## src/rtl/scdxt1_pkg.sv

```systemverilog
// Shared types, constants and helper functions of the single-color DXT1 encoder.
// Depends on nothing; used by the channel quantizer, top level and checker.
`default_nettype none

package scdxt1_pkg;

	localparam int unsigned NUM_CHAN = 3;

	localparam logic [3:0] WEIGHT_FULL = 4'd12;
	localparam logic [16:0] ENDPOINT_MAX = 17'h0FFFF;

	localparam logic [3:0] IDX_CODE_0 = 4'd0;
	localparam logic [3:0] IDX_CODE_1 = 4'd5;
	localparam logic [3:0] IDX_CODE_2 = 4'd10;
	localparam logic [3:0] IDX_CODE_3 = 4'd15;

	typedef struct packed {
		logic [23:0] color_rgb;
		logic        three_color_mode;
	} in_payload_t;

	typedef struct packed {
		logic [31:0] endpoint_word;
		logic [31:0] index_word;
		logic [3:0]  blend_weight;
		logic [3:0]  index_code;
	} out_payload_t;

	// Quantized channel: 565 level, distance above its expansion, wide step flag
	typedef struct packed {
		logic [5:0] base;
		logic [3:0] diff;
		logic       long_step;
	} chan_quant_t;

	// Position in twelfths between two adjacent levels
	function automatic logic [5:0] chan_pos(input logic [3:0] diff, input logic green,
			input logic long_step);
		logic [7:0] num;
		logic [13:0] prod9;
		logic [15:0] prod5;
		logic [5:0] pos;
		begin
			num   = {4'b0, diff} * 8'd12;
			prod9 = 14'(num) * 14'd57;
			prod5 = 16'(num) * 16'd205;
			unique case ({green, long_step})
				2'b00: pos = 6'(num >> 3);
				2'b01: pos = 6'(prod9 >> 9);
				2'b10: pos = 6'(num >> 2);
				2'b11: pos = 6'(prod5 >> 10);
				default: pos = '0;
			endcase
			return pos;
		end
	endfunction

endpackage

`default_nettype wire

```

## src/rtl/scdxt1_in_if.sv

```systemverilog
// Request channel carrying one source color and its mode bit.
// Depends on nothing.
`default_nettype none

interface scdxt1_in_if;
	logic        valid;
	logic        ready;
	logic [23:0] color_rgb;
	logic        three_color_mode;

	modport source (output valid, output color_rgb, output three_color_mode, input ready);
	modport sink (input valid, input color_rgb, input three_color_mode, output ready);
endinterface

`default_nettype wire

```

## src/rtl/scdxt1_out_if.sv

```systemverilog
// Result channel carrying one encoded DXT1 block.
// Depends on nothing.
`default_nettype none

interface scdxt1_out_if;
	logic        valid;
	logic        ready;
	logic [31:0] endpoint_word;
	logic [31:0] index_word;
	logic [3:0]  blend_weight;
	logic [3:0]  index_code;

	modport source (output valid, output endpoint_word, output index_word,
		output blend_weight, output index_code, input ready);
	modport sink (input valid, input endpoint_word, input index_word,
		input blend_weight, input index_code, output ready);
endinterface

`default_nettype wire

```

## src/rtl/scdxt1_chan_quant.sv

```systemverilog
// Quantizes one 8-bit channel to its 5- or 6-bit level and measures the remainder.
// Depends on scdxt1_pkg.
`default_nettype none

module scdxt1_chan_quant (
	input  wire logic [7:0]               ch,
	input  wire logic                     green,
	output scdxt1_pkg::chan_quant_t       quant
);

	logic [7:0] red_adj;
	logic [4:0] red_base;
	logic [7:0] red_q;
	logic [7:0] grn_adj;
	logic [5:0] grn_base;
	logic [7:0] grn_q;
	logic [7:0] q;

	always_comb begin
		red_adj  = ch - (ch >> 5);
		red_base = red_adj[7:3];
		red_q    = {red_base, 3'b000} + {5'b0, red_base[4:2]};

		grn_adj  = ch - (ch >> 6);
		grn_base = grn_adj[7:2];
		grn_q    = {grn_base, 2'b00} + {6'b0, grn_base[5:4]};

		if (green) begin
			q               = grn_q;
			quant.base      = grn_base;
			quant.long_step = (grn_base[3:0] == 4'hF);
		end else begin
			q               = red_q;
			quant.base      = {1'b0, red_base};
			quant.long_step = (red_base[1:0] == 2'b11);
		end
		quant.diff = 4'(ch - q);
	end

endmodule

`default_nettype wire

```

## src/rtl/single_color_dxt1_block_encoder.sv

```systemverilog
// Top level of the single-color DXT1 block encoder: four-stage pipeline with an
// output register and skid buffer. Depends on scdxt1_pkg, the channel interfaces
// and scdxt1_chan_quant.
//
// One color request enters per cycle while ready is high. Its block passes through the
// stage 1, 2 and 3 registers into the output register; sustained rate is one block per
// cycle while the result side takes them. The stages are channel quantization, endpoint
// selection and scoring, weight averaging, and ordering with index selection. The result
// side has a two-entry buffer, so ready drops only when both entries hold untaken blocks,
// and then the whole pipeline holds in place.
`default_nettype none

module single_color_dxt1_block_encoder (
	input  wire logic   clk,
	input  wire logic   arst_n,
	scdxt1_in_if.sink   color,
	scdxt1_out_if.source block
);

	logic en;
	logic push;
	logic pop;

	// stage 1
	scdxt1_pkg::chan_quant_t quant [scdxt1_pkg::NUM_CHAN];
	scdxt1_pkg::chan_quant_t quant_s1 [scdxt1_pkg::NUM_CHAN];
	logic mode_s1;
	logic v_s1;

	// stage 2
	logic [5:0] pos [scdxt1_pkg::NUM_CHAN];
	logic [6:0] lo [scdxt1_pkg::NUM_CHAN];
	logic [6:0] hi [scdxt1_pkg::NUM_CHAN];
	logic [6:0] lvl [scdxt1_pkg::NUM_CHAN];
	logic [5:0] score;
	logic [1:0] cnt;
	logic [16:0] e1;
	logic [16:0] e2;
	logic [16:0] e1_s2;
	logic [16:0] e2_s2;
	logic [5:0] score_s2;
	logic [1:0] cnt_s2;
	logic mode_s2;
	logic v_s2;

	// stage 3
	logic [6:0] rounded;
	logic [14:0] prod3;
	logic [3:0] avg;
	logic sw;
	logic [16:0] e1_s3;
	logic [16:0] e2_s3;
	logic [3:0] avg_s3;
	logic [1:0] cnt_s3;
	logic sw_s3;
	logic v_s3;

	// stage 4
	logic [16:0] f1;
	logic [16:0] f2;
	logic [16:0] tmp;
	logic [3:0] wgt;
	logic [3:0] code;
	scdxt1_pkg::out_payload_t res;
	scdxt1_pkg::out_payload_t out_q;
	scdxt1_pkg::out_payload_t skid_q;
	logic out_v_q;
	logic skid_v_q;

	assign en          = !skid_v_q;
	assign color.ready = en;
	assign push        = en && v_s3;
	assign pop         = out_v_q && block.ready;

	for (genvar i = 0; i < scdxt1_pkg::NUM_CHAN; i++) begin : g_chan
		scdxt1_chan_quant u_quant (
			.ch    (color.color_rgb[8*i +: 8]),
			.green (1'(i == 1)),
			.quant (quant[i])
		);
	end

	always_comb begin
		score = '0;
		cnt   = '0;
		for (int i = 0; i < scdxt1_pkg::NUM_CHAN; i++) begin
			pos[i] = scdxt1_pkg::chan_pos(quant_s1[i].diff, 1'(i == 1),
				quant_s1[i].long_step);
			lvl[i] = {1'b0, quant_s1[i].base};
			if (pos[i] < 6'd2) begin
				lo[i] = lvl[i];
				hi[i] = lvl[i];
			end else if (pos[i] < 6'd6) begin
				lo[i] = lvl[i];
				hi[i] = lvl[i] + 7'd1;
			end else if (pos[i] < 6'd10) begin
				lo[i] = lvl[i] + 7'd1;
				hi[i] = lvl[i];
			end else begin
				lo[i] = lvl[i] + 7'd1;
				hi[i] = lvl[i] + 7'd1;
			end
			if (lo[i] != hi[i]) begin
				score = score + ((lo[i] == lvl[i]) ? pos[i] : (6'd12 - pos[i]));
				cnt   = cnt + 2'd1;
			end
		end
		e1 = 17'(lo[0]) | (17'(lo[1]) << 5) | (17'(lo[2]) << 11);
		e2 = 17'(hi[0]) | (17'(hi[1]) << 5) | (17'(hi[2]) << 11);
	end

	always_comb begin
		rounded = 7'(score_s2) + 7'(cnt_s2 >> 1);
		prod3   = 15'(rounded) * 15'd171;
		unique case (cnt_s2)
			2'd0: avg = '0;
			2'd1: avg = 4'(rounded);
			2'd2: avg = 4'(rounded >> 1);
			2'd3: avg = 4'(prod3 >> 9);
			default: avg = '0;
		endcase
		sw = mode_s2 && (avg == 4'd5 || avg == 4'd6 || cnt_s2 == 2'd0);
	end

	always_comb begin
		f1  = e1_s3;
		f2  = e2_s3;
		wgt = avg_s3;
		if (cnt_s3 == 2'd0 && !sw_s3) begin
			if (f2 != scdxt1_pkg::ENDPOINT_MAX) begin
				wgt = '0;
				f2  = f2 + 17'd1;
			end else begin
				wgt = scdxt1_pkg::WEIGHT_FULL;
				f1  = f1 - 17'd1;
			end
		end
		tmp = f1;
		if ((f1 < f2) != sw_s3) begin
			f1  = f2;
			f2  = tmp;
			wgt = scdxt1_pkg::WEIGHT_FULL - wgt;
		end
		priority if (sw_s3)
			code = scdxt1_pkg::IDX_CODE_2;
		else if (wgt < 4'd2)
			code = scdxt1_pkg::IDX_CODE_0;
		else if (wgt < 4'd6)
			code = scdxt1_pkg::IDX_CODE_2;
		else if (wgt < 4'd10)
			code = scdxt1_pkg::IDX_CODE_3;
		else
			code = scdxt1_pkg::IDX_CODE_1;
		res.endpoint_word = {f2[15:0], f1[15:0]};
		res.index_word    = {8{code}};
		res.blend_weight  = wgt;
		res.index_code    = code;
	end

	// advance valid bits only while the result buffer has room
	always_ff @(posedge clk or negedge arst_n) begin
		if (!arst_n) begin
			v_s1 <= 1'b0;
			v_s2 <= 1'b0;
			v_s3 <= 1'b0;
		end else if (en) begin
			v_s1 <= color.valid;
			v_s2 <= v_s1;
			v_s3 <= v_s2;
		end
	end

	always_ff @(posedge clk) begin
		if (en) begin
			quant_s1 <= quant;
			mode_s1  <= color.three_color_mode;
			e1_s2    <= e1;
			e2_s2    <= e2;
			score_s2 <= score;
			cnt_s2   <= cnt;
			mode_s2  <= mode_s1;
			e1_s3    <= e1_s2;
			e2_s3    <= e2_s2;
			avg_s3   <= avg;
			cnt_s3   <= cnt_s2;
			sw_s3    <= sw;
		end
	end

	always_ff @(posedge clk or negedge arst_n) begin
		if (!arst_n) begin
			out_v_q  <= 1'b0;
			skid_v_q <= 1'b0;
		end else if (skid_v_q) begin
			if (pop)
				skid_v_q <= 1'b0;
		end else if (push) begin
			if (!out_v_q || pop)
				out_v_q <= 1'b1;
			else
				skid_v_q <= 1'b1;
		end else if (pop) begin
			out_v_q <= 1'b0;
		end
	end

	always_ff @(posedge clk) begin
		if (skid_v_q) begin
			if (pop)
				out_q <= skid_q;
		end else if (push) begin
			if (!out_v_q || pop)
				out_q <= res;
			else
				skid_q <= res;
		end
	end

	assign block.valid         = out_v_q;
	assign block.endpoint_word = out_q.endpoint_word;
	assign block.index_word    = out_q.index_word;
	assign block.blend_weight  = out_q.blend_weight;
	assign block.index_code    = out_q.index_code;

endmodule

`default_nettype wire

```

## src/flat_wrapper.sv

```systemverilog
// flat-port wrapper written by rule: the top's interface ports become plain ports
module single_color_dxt1_block_encoder_flat 
  (clk, arst_n, color_valid, color_color_rgb, color_three_color_mode, color_ready, block_valid, block_endpoint_word, block_index_word, block_blend_weight, block_index_code, block_ready);
  scdxt1_in_if color_i ();
  scdxt1_out_if block_i ();
  input  wire logic clk;
  input  wire logic arst_n;
  input wire logic [$bits(color_i.valid)-1:0] color_valid;
  input wire logic [$bits(color_i.color_rgb)-1:0] color_color_rgb;
  input wire logic [$bits(color_i.three_color_mode)-1:0] color_three_color_mode;
  output wire logic [$bits(color_i.ready)-1:0] color_ready;
  output wire logic [$bits(block_i.valid)-1:0] block_valid;
  output wire logic [$bits(block_i.endpoint_word)-1:0] block_endpoint_word;
  output wire logic [$bits(block_i.index_word)-1:0] block_index_word;
  output wire logic [$bits(block_i.blend_weight)-1:0] block_blend_weight;
  output wire logic [$bits(block_i.index_code)-1:0] block_index_code;
  input wire logic [$bits(block_i.ready)-1:0] block_ready;
  assign color_i.valid = color_valid;
  assign color_i.color_rgb = color_color_rgb;
  assign color_i.three_color_mode = color_three_color_mode;
  assign color_ready = color_i.ready;
  assign block_valid = block_i.valid;
  assign block_endpoint_word = block_i.endpoint_word;
  assign block_index_word = block_i.index_word;
  assign block_blend_weight = block_i.blend_weight;
  assign block_index_code = block_i.index_code;
  assign block_i.ready = block_ready;
  single_color_dxt1_block_encoder u_core (.clk(clk), .arst_n(arst_n), .color(color_i), .block(block_i));
endmodule
```

## config.mk

```make
export PLATFORM = sky130hd
export DESIGN_NAME = single_color_dxt1_block_encoder_flat
export DESIGN_NICKNAME = d
export VERILOG_FILES = /design/src/rtl/scdxt1_pkg.sv /design/src/rtl/scdxt1_in_if.sv /design/src/rtl/scdxt1_out_if.sv /design/src/rtl/scdxt1_chan_quant.sv /design/src/rtl/single_color_dxt1_block_encoder.sv /design/src/flat_wrapper.sv
export SDC_FILE = /design/constraint.sdc
export NUM_CORES = 1
export LEC_CHECK = 0
export ABC_AREA = 1
export ABC_CLOCK_PERIOD_IN_PS = 8600
export BUFFER_PORTS_ARGS = -buffer_cell sky130_fd_sc_hd__buf_2
export CELL_PAD_IN_SITES_DETAIL_PLACEMENT = 1
export CELL_PAD_IN_SITES_GLOBAL_PLACEMENT = 1
export CORE_MARGIN = 1
export CORE_UTILIZATION = 48
export DETAILED_ROUTE_END_ITERATION = 10
export PLACE_DENSITY = 0.92
export SYNTH_ARGS = -nofsm -noshare
export SYNTH_HDL_FRONTEND = slang
export SYNTH_SLANG_ARGS = --single-unit
```

## constraint.sdc

```tcl
create_clock -name clk -period 8.6 [get_ports clk]
set_clock_uncertainty 0.2 [all_clocks]
set_input_delay 1.72 -clock clk [delete_from_list [all_inputs] [get_ports clk]]
set_output_delay 1.72 -clock clk [all_outputs]
set_load 0.005 [all_outputs]
```

======== Yosys cells after proc, flatten, opt, wreduce, memory -nomap -nowiden ========
Index checks and enable logic that the tools add are counted.
cells by class
  $add $sub $neg .......................... 23
  multiply operators ...................... 7
  div/mod/pow operators ................... 0
  $lt $le $gt $ge ......................... 13
  eq/ne operators ......................... 18
  shift-type cells ........................ 0
  muxes and demuxes ....................... 52
  bitwise gates (word level) .............. 9
  reductions and logical operators ........ 18
operators with widths
  cell                                                         number
  2-to-1 mux 72 bit                                            4
  2-to-1 mux 7 bit                                             15
  2-to-1 mux 17 bit                                            4
  2-to-1 mux 6 bit                                             6
  one-hot mux 6 bit (2 select lines)                           3
  OR 17 bit                                                    2
  2-to-1 mux 16 bit                                            2
  2-to-1 mux 4 bit                                             7
  multiplier 6 x 6 -> 12 bit (second input constant)           2
  OR 7 x 12 -> 12 bit                                          2
  inequality test 7 bit                                        3
  less-than comparator 6 x 2 -> 1 bit (second input constant)  3
  less-than comparator 6 x 3 -> 1 bit (second input constant)  3
  less-than comparator 6 x 4 -> 1 bit (second input constant)  3
  multiplier 4 x 2 -> 6 bit (second input constant)            3
  subtractor 4 x 6 -> 6 bit (first input constant)             3
  adder 17 x 1 -> 17 bit (second input constant)               1
  less-than comparator 17 bit                                  1
  inequality test 17 x 16 -> 1 bit (second input constant)     1
  subtractor 17 x 1 -> 17 bit (second input constant)          1
  one-hot mux 4 bit (4 select lines)                           1
  subtractor 8 x 3 -> 8 bit                                    2
  equality test 7 x 5 -> 1 bit                                 2
  multiplier 6 x 8 -> 14 bit (second input constant)           1
  32 further kinds                                             65
word-level totals
  register bits ........................... 265
  latch bits .............................. 0
  RAM bits ................................ 0
  bits in read-only memories .............. 0
  bits of input ports ..................... 29
  output and inout bits ................... 74
  logic and storage cells ................. 173
  memories kept ........................... 0

======== Depth between registers and ports, before layout ========
Gate-level depths: netlist of the first run.
  word-level depth ........................ 14
  mapped depth ............................ 41
  depth with buffers taken out ............ 41

======== By module ========
A second synthesis of the first run with hierarchy kept.
unflattened totals
  cell total of the unflattened synthesis .. 1824
  area total of the unflattened synthesis .. 15568.7 um^2
by module, submodules not included
  module                           instances  cells each  area each (um^2)  seq. area each (um^2)
  single_color_dxt1_block_encoder  1          1488        13827.0           5950.7
  scdxt1_chan_quant                3          112         580.6             0.0

======== Worst setup path before layout of the first run ========
Ideal clock, no wire load.
  path kind ............................... register to register
  from .................................... reg u_core.quant_s1[23] (netlist name)
  to ...................................... reg u_core.score_s2[5], data pin
  arrival ................................. 6165 ps
  slack ................................... 1983 ps
  stages on the path, launching flop included .. 38
  buffers on the path ..................... 0
  path through ............................ edfxtp_1 ha_1 fa_1 xor2_1 fa_1 inv_1 ha_1 ha_1 ha_1 nand4_1 o21bai_2 nand2_1 nand2_1 xor2_1 o21ai_0 inv_1 nand2_1 o21ai_1 (+2 left out) nand2_1 inv_1 ha_1 inv_1 fa_1 or2_2 nand3_1 a21boi_0 ha_1 inv_1 nor2_1 nor2_1 inv_1 a21o_1 nand2_1 nand3_1 nand3_1 nand2_1
between the ends
  word-level cells in the longest chain between the ends .. 13
  elaborated cells between the ends (all ways) .. 20
ends and longest elaborated chain
  item                                                                                               RTL line                                                                        source
  start: declaration                                                                                 single_color_dxt1_block_encoder.sv:26                                           scdxt1_pkg::chan_quant_t quant_s1 [scdxt1_pkg::NUM_CHAN];
  start signal: assignment                                                                           single_color_dxt1_block_encoder.sv:175                                          quant_s1 <= quant;
  multiplier 4 x 2 -> 6 bit (*)                                                                      scdxt1_pkg.sv:44                                                                num = {4'b0, diff} * 8'd12;
  multiplier 6 x 6 -> 12 bit                                                                         scdxt1_pkg.sv:45                                                                prod9 = 14'(num) * 14'd57;
  one-hot mux 6 bit (2 select lines) (*)                                                             scdxt1_pkg.sv:47                                                                unique case ({green, long_step})
  less-than comparator 6 x 3 -> 1 bit / less-than comparator 6 x 4 -> 1 bit (equally long branches)  single_color_dxt1_block_encoder.sv:93, single_color_dxt1_block_encoder.sv:96
  2-to-1 mux 7 bit, on equally long branches                                                         single_color_dxt1_block_encoder.sv:93, single_color_dxt1_block_encoder.sv:96
  2-to-1 mux 7 bit, on equally long branches                                                         single_color_dxt1_block_encoder.sv:90, single_color_dxt1_block_encoder.sv:93
  equality test 7 x 5 -> 1 bit / 2-to-1 mux 7 bit (equally long branches)                            single_color_dxt1_block_encoder.sv:104, single_color_dxt1_block_encoder.sv:90
  2-to-1 mux 6 bit / inequality test 7 bit (equally long branches)                                   single_color_dxt1_block_encoder.sv:104, single_color_dxt1_block_encoder.sv:103
  2-to-1 mux 6 bit (*)                                                                               single_color_dxt1_block_encoder.sv:103                                          if (lo[i] != hi[i]) begin
  adder 6 bit                                                                                        single_color_dxt1_block_encoder.sv:104                                          score = score + ((lo[i] == lvl[i]) ? pos[i] : (6'd12 - pos[i]));
  2-to-1 mux 6 bit (*)                                                                               single_color_dxt1_block_encoder.sv:103
  adder 6 bit                                                                                        single_color_dxt1_block_encoder.sv:104
  2-to-1 mux 6 bit (*)                                                                               single_color_dxt1_block_encoder.sv:103
  via u_core.score[5]                                                                                single_color_dxt1_block_encoder.sv:35                                           logic [5:0] score;
  end signal: assignment                                                                             single_color_dxt1_block_encoder.sv:179                                          score_s2 <= score;
  end: declaration                                                                                   single_color_dxt1_block_encoder.sv:41                                           logic [5:0] score_s2;
The timed path passes the listed nets; every way through them passes the cells marked *. The select of a mux whose other input is x is not followed.
A chain may end at the register's enable or synchronous reset.

======== Worst setup path after layout of the first run ========
Same ends and word-level chain as after synthesis.

==> results.cfg, run 1 <==
[synth]
syn_area_um2 = 14300
yosys.area.top_type = edfxtp_1
seq_area_frac_synth = 0.412
synth_area_leaders = edfxtp_1 (40%), ha_1 (14%), nand2_1 (11%), inv_1 (6.2%), fa_1 (4.6%)
synth_top_area_share = 0.403
ys_warn_count = 0
synthCells = 1582
syn-mean-instance-area_um2 = 9.04
synth_cell_types = 53
yosys_register_bits = 197

[routing]
dr.pass1.iters = 5
vias_per_cell = 5.33
met2_length_mm = 19.0
drt_wl_total_mm = 34.7
top_layer_used = met4
remaining_drc_errors = 0
dr.first_iter.drc_count = 625
antenna_left = 0
avgRoutedWirePerCell_um = 16.9
met3WireLength_mm = 1.07
wl_met1_mm = 13.6
vias = 10900

[sta]
maxSlewHeadroom = 0.244
maxSlewViolCount = 0
setup_viol = 0
tns_ns = 0
clock.fmax_ghz = 0.129
setup_ws_ns = 0.869
worst_pin_slew_ns = 1.13
hold_violations = 0
rsz0062_at_grt = false
period_needed_ns = 7.73
fin_crit_sh = 0.899

[global_route]
grt.total_usage = 0.239
grt_max_degree = 91
grt_overflow = 0
antenna_found_initial = 0
grt_pass1_wl_mm = 58.1
first_global_vias = 12000

[floorplanning]
start_util = 0.493
chipWidth_um = 175
io_pins = 103
core_um2 = 29000
rows = 62
dieArea_um2 = 30500
die_h_um = 175

[setup_path]
crit_family = adder cells
arrival_ns = 7.75
slowest_stage = xor2_1
reg2reg_to = u_core.score_s2[5]
regToRegStartpoint = u_core.quant_s1[23]
critPathMaxFanout = 12
required_ns = 8.62
crit_path_end_kind = register
cp-start-kind = register
reg2reg_slack_ns = 0.87
r2r_cells = 33
path_class = register to register
cpPeakStageDelay_ns = 0.64
path_buf_inv = 5

[job]
drv_cap = 0

[placed_design]
place_hpwl_mm = 26.9
placed_area_um2 = 15000
pre_cts_slack_ns = 0.964
gp_congestion = 0.852
io_buffers = 102

[clock_tree]
cts_tree = built
worstSkewPairLatency_ns = 0.47
post_cts_buffers = 0
path_clk_slew_ns = 0.08
htreeDepth = 4
clock_sinks = 197
cts_buffers = 17
ctsLongestPathBuffers = 2
cts_hold_buf = 0
ctsResizeCount = 0
root_buffer = clkbuf_16

[cells_and_area]
syn2layout_area_growth_pct = 9.35
stdcell_area_um2 = 15600
drive_above_1_share = 0.116
fin_nets = 1874
n_antenna_cell = 0

[min_path]
worstHoldEndpoint = u_core.e2_s3[16]
worstHoldStart = u_core.e2_s2[16]
worstHoldPathCells = 0
hold_path_class = register to register

[run_status]
status = finished clean
## worst max path at each step
stage / from / endpoint / slack (ns) / cells past startpoint
after global routing: u_core.quant_s1[23] / u_core.score_s2[5] / 0.34 / 33
after floorplan: u_core.quant_s1[23] / u_core.score_s2[5] / 1.98 / 37
after global placement: u_core.quant_s1[23] / u_core.score_s2[5] / 1.39 / 33
after detailed placement: u_core.quant_s1[23] / u_core.score_s2[5] / 0.96 / 33
after CTS: u_core.quant_s1[23] / u_core.score_s2[5] / 0.86 / 33
final: u_core.quant_s1[23] / u_core.score_s2[5] / 0.87 / 33
## cell type report
cell class / instances / area [µm²]
Inverter: 244 / 921
Multi-Input combinational cell: 1087 / 7170
Tap cell: 384 / 480
Clock buffer: 17 / 425
Clock inverter: 15 / 223
Sequential cell: 197 / 5890
Timing Repair Buffer: 105 / 533
Fill cell: 3403 / 13400
## sequential cells by signal, summed over array words and instances (netlist names), 2 cells and up
signal / flops
u_core.block.blend_weight: 4
u_core.block.endpoint_word: 32
u_core.lvl: 16
u_core.quant_s1: 15
u_core.e1_s2: 17
u_core.block.index_code: 2
u_core.score_s2: 6
u_core.skid_q: 38
u_core.cnt_s3: 2
u_core.cnt_s2: 2
u_core.e2_s3: 17
u_core.e1_s3: 17
u_core.e2_s2: 17
u_core.avg_s3: 4
## routing by layer
| metal | vias to the layer above | track usage |
|---|---|---|
| li1 | 5291 | - |
| met5 | - | 0 |
| met4 | 0 | 0.0964 |
| met2 | 261 | 0.467 |
| met1 | 5279 | 0.254 |
| met3 | 96 | 0.0357 |
## synthesized netlist by cell type, drive strengths merged
cell,count
nor2,88
a21boi,3
a31oi,4
nor4b,1
dfrtp,5
o211ai,1
inv,244
conb,1
nand2,416
a31o,1
mux2i,1
a21oi,50
nor4,6
edfxtp,192
nand3b,6
xnor2,28
a21o,5
or2,8
o21bai,6
o21ai,96
nor3,13
clkbuf,11
nand3,65
buf,44
ha,160
o21a,3
o22ai,2
or3,1
a22o,1
fa,33
and2,3
xor2,62
nand4,22
## kinds of logic (layout without fill, tap and decap cells)
logic type,Yosys count,in the layout,synth area share
xor+xnor,90,90,0.0562
flops,197,197,0.412
mux,1,1,0.000700
compound gates,172,172,0.0667
fa+ha+maj,193,193,0.186
other cells,1,2,0.000262
buf+inv,299,381,0.0886
simple gates,629,629,0.189
## cell usage in the layout, fill, tap and decap left out, types with 6 or more instances in the layout
master     instances
inv_1            234
xor2_1            60
xnor2_1           28
edfxtp_1         192
o21ai_2            6
o21ai_1           32
nand4_1           22
o21ai_0           58
nand2_1          403
inv_2              9
ha_1             160
nor2_1            82
nand3b_1           6
clkbuf_16         17
nand2_2           11
a21oi_1           47
nor3_1            10
nand3_1           61
buf_2            102
fa_1              33
clkinv_8           6
## metrics by stage
| step | hold WS (ns) | instances | utilization |
|---|---|---|---|
| after global placement | 0.201 | 2017 | 0.517 |
| final | 0.218 | 2049 | 0.539 |
| after global routing | 0.228 | 2049 | 0.539 |
| after floorplan | 0.200 | 1583 | - |
| after CTS | 0.222 | 2049 | 0.539 |
| after detailed placement | 0.206 | 2017 | 0.517 |
Power of run 1 is left out: the tool's default activity adds up to more than one toggle a clock period on the data nets, which glitch-free logic cannot reach.
==> inputs of run 2 (changes only) <==
Settings changed: SYNTH_HIERARCHICAL from default to 1.
==> run 2 against run 1 <==
  * Design area rose by 7.8%
  * Register-to-register slack got worse by 0.16 ns
  * Wire length rose by 16%
  * Die area rose by 8.8%
  * Sequential cell count rose by 2
  * First-iteration DRC count rose by 15%
  * Cell count rose by 13%
  * Maximum frequency fell by 2.0%
  * Sequential share of layout area fell by 2.4 points
  * Worst hold slack improved by 0.0043 ns
  * Non-clock buffer count did not move
==> results.cfg, run 2 <==
[floorplanning]
rows = 65
io_pins = 103
start_util = 0.491
die_h_um = 182
dieArea_um2 = 33200
core_um2 = 31700
chipWidth_um = 182

[setup_path]
critPathMaxFanout = 15
startpoint = u_core/quant_s1[24]
regToRegStartpoint = u_core/quant_s1[24]
path_class = register to register
cpPeakStageDelay_ns = 0.65
arrival_ns = 7.90
crit_path_end_kind = register
slowest_stage = xor2_1
required_ns = 8.61
endpoint = u_core/score_s2[5]
reg2reg_to = u_core/score_s2[5]
crit_path_frequent_cell = nand2_1
cp-start-kind = register
reg2reg_slack_ns = 0.71
r2r_cells = 38

[global_route]
grt_max_degree = 61
first_global_vias = 13600
antenna_found_initial = 0
grt_overflow = 0
grt.total_usage = 0.251
grt_pass1_wl_mm = 66.4

[cells_and_area]
largest_register_ffs = 38
final_common_cell = nand2_1
top_register = u_core/skid_q
layout_common_cells = nand2_1 (513), inv_1 (261), edfxtp_1 (194)
drive_above_1_share = 0.131
fin_nets = 2117
syn2layout_area_growth_pct = 8.27
n_antenna_cell = 0

[synth]
synth_area_leaders = edfxtp_1 (37%), ha_1 (13%), nand2_1 (12%), inv_1 (6.3%), fa_1 (4.2%)
syn-mean-instance-area_um2 = 8.54
synth-edff-count = 194
synthTopCellsByCount = nand2_1 (513), inv_1 (261), edfxtp_1 (194), ha_1 (159), nand3_1 (113)
yosysMostFrequentCell = nand2_1
seq_area_frac_synth = 0.382
synthCells = 1824
synth-main-ff-cell = edfxtp_1
ys_warn_count = 6
synth_cell_types = 55
syn_area_um2 = 15600
async_flop_share = 0.0251
yosys_register_bits = 199
synth_top_area_share = 0.374
yosys.area.top_type = edfxtp_1

[sta]
hold_violations = 0
worst_pin_slew_ns = 1.09
clock.fmax_ghz = 0.127
maxSlewHeadroom = 0.273
maxSlewViolCount = 0
setup_viol = 0
fin_crit_sh = 0.917
tns_ns = 0
period_needed_ns = 7.89
rsz0062_at_grt = false

[clock_tree]
cts_hold_buf = 0
path_clk_slew_ns = 0.08
post_cts_buffers = 0
root_buffer = clkbuf_16
cts_tree = built
ctsResizeCount = 0
ctsLongestPathBuffers = 2
worstSkewPairLatency_ns = 0.45
clock_sinks = 199
cts_buffers = 17
htreeDepth = 4

[placed_design]
gp_congestion = 0.902
place_hpwl_mm = 31.1
io_buffers = 102

[routing]
vias = 12500
dr.pass1.iters = 5
avgRoutedWirePerCell_um = 17.4
drt_wl_total_mm = 40.2
vias_per_cell = 5.41
antenna_left = 0
remaining_drc_errors = 0
dr.first_iter.drc_count = 719

[job]
drv_cap = 0

[run_status]
status = finished clean

[min_path]
hold_path_class = register to register
==> run 2: changes by cell type after synthesis, sizes merged, moves of 3 or more <==
cell / delta
nand2: +125
nand3: +58
inv: +39
o21ai: +15
buf: +7
clkbuf: -4
nor3: +4
xnor2: -4
xor2: -4
nand3b: +3
nor3b: +3
or2: -3
==> run 2: cell families after synthesis <==
kind of cell	synth area share
and+or+nand+nor	0.231
adders and majority gates	0.170
AOI/OAI and AO/OA	0.0733
other	0.000482
buffers and inverters	0.0946
xor gates and xnor gates	0.0471
muxes	0.000643
DFF	0.382
==> run 2: stage by stage <==
| stage | utilization | hold slack [ns] | std cells | area [µm²] | worst slack (ns) |
|---|---|---|---|---|---|
| final | 0.531 | 0.222 | 2311 | 16900 | 0.710 |
| after global routing | 0.531 | 0.222 | 2311 | 16900 | 0.201 |
| after CTS | 0.531 | 0.220 | 2311 | 16900 | 0.730 |
| after detailed placement | 0.512 | 0.206 | 2279 | 16200 | 0.955 |
| after global placement | 0.512 | 0.202 | 2279 | 16200 | 1.53 |
| after floorplan | - | 0.200 | 1830 | 15600 | 2.07 |
==> run 2: area by class of cell <==
cell class	count	area, µm²
fillers	3856	14900
multi-input cells	1290	8180
flip-flops and latches	199	5950
inverters	283	1070
repair buffers	105	533
well taps	402	503
clock buffers	18	429
clock inverters	14	185
==> run 2: per-layer routing <==
layer,wire [µm],global-route usage,vias up
met5,0,0,-
met4,1450,0.102,0
met3,1280,0.0333,99
met2,21500,0.485,278
met1,15900,0.274,6045
li1,-,-,6079
==> run 2: worst min path at each step <==
| stage | endpoint | slack (ns) | depth (start not counted) | from |
|---|---|---|---|---|
| after floorplan | u_core/e1_s3[0] | 0.20 | 0 | u_core/e1_s2[0] |
| after global placement | u_core/mode_s2 | 0.20 | 0 | u_core/mode_s1 |
| after detailed placement | u_core/mode_s2 | 0.21 | 0 | u_core/mode_s1 |
| after CTS | u_core/mode_s2 | 0.22 | 0 | u_core/mode_s1 |
| after global routing | u_core/mode_s2 | 0.22 | 0 | u_core/mode_s1 |
| final | u_core/e2_s3[14] | 0.22 | 0 | u_core/e2_s2[14] |
==> run 2: worst max-delay path, delay by kind of cell, from the launching register on <==
kind / cells / cell delay, ns
adder cells (fa/ha/maj): 8 / 2.84
XOR/XNOR: 2 / 0.81
buffers and inverters: 6 / 0.43
flip-flops: 1 / 0.50
AND/OR/NAND/NOR: 20 / 2.38
AO/OA/AOI/OAI: 2 / 0.49
Power of run 2 is left out for the same reason.
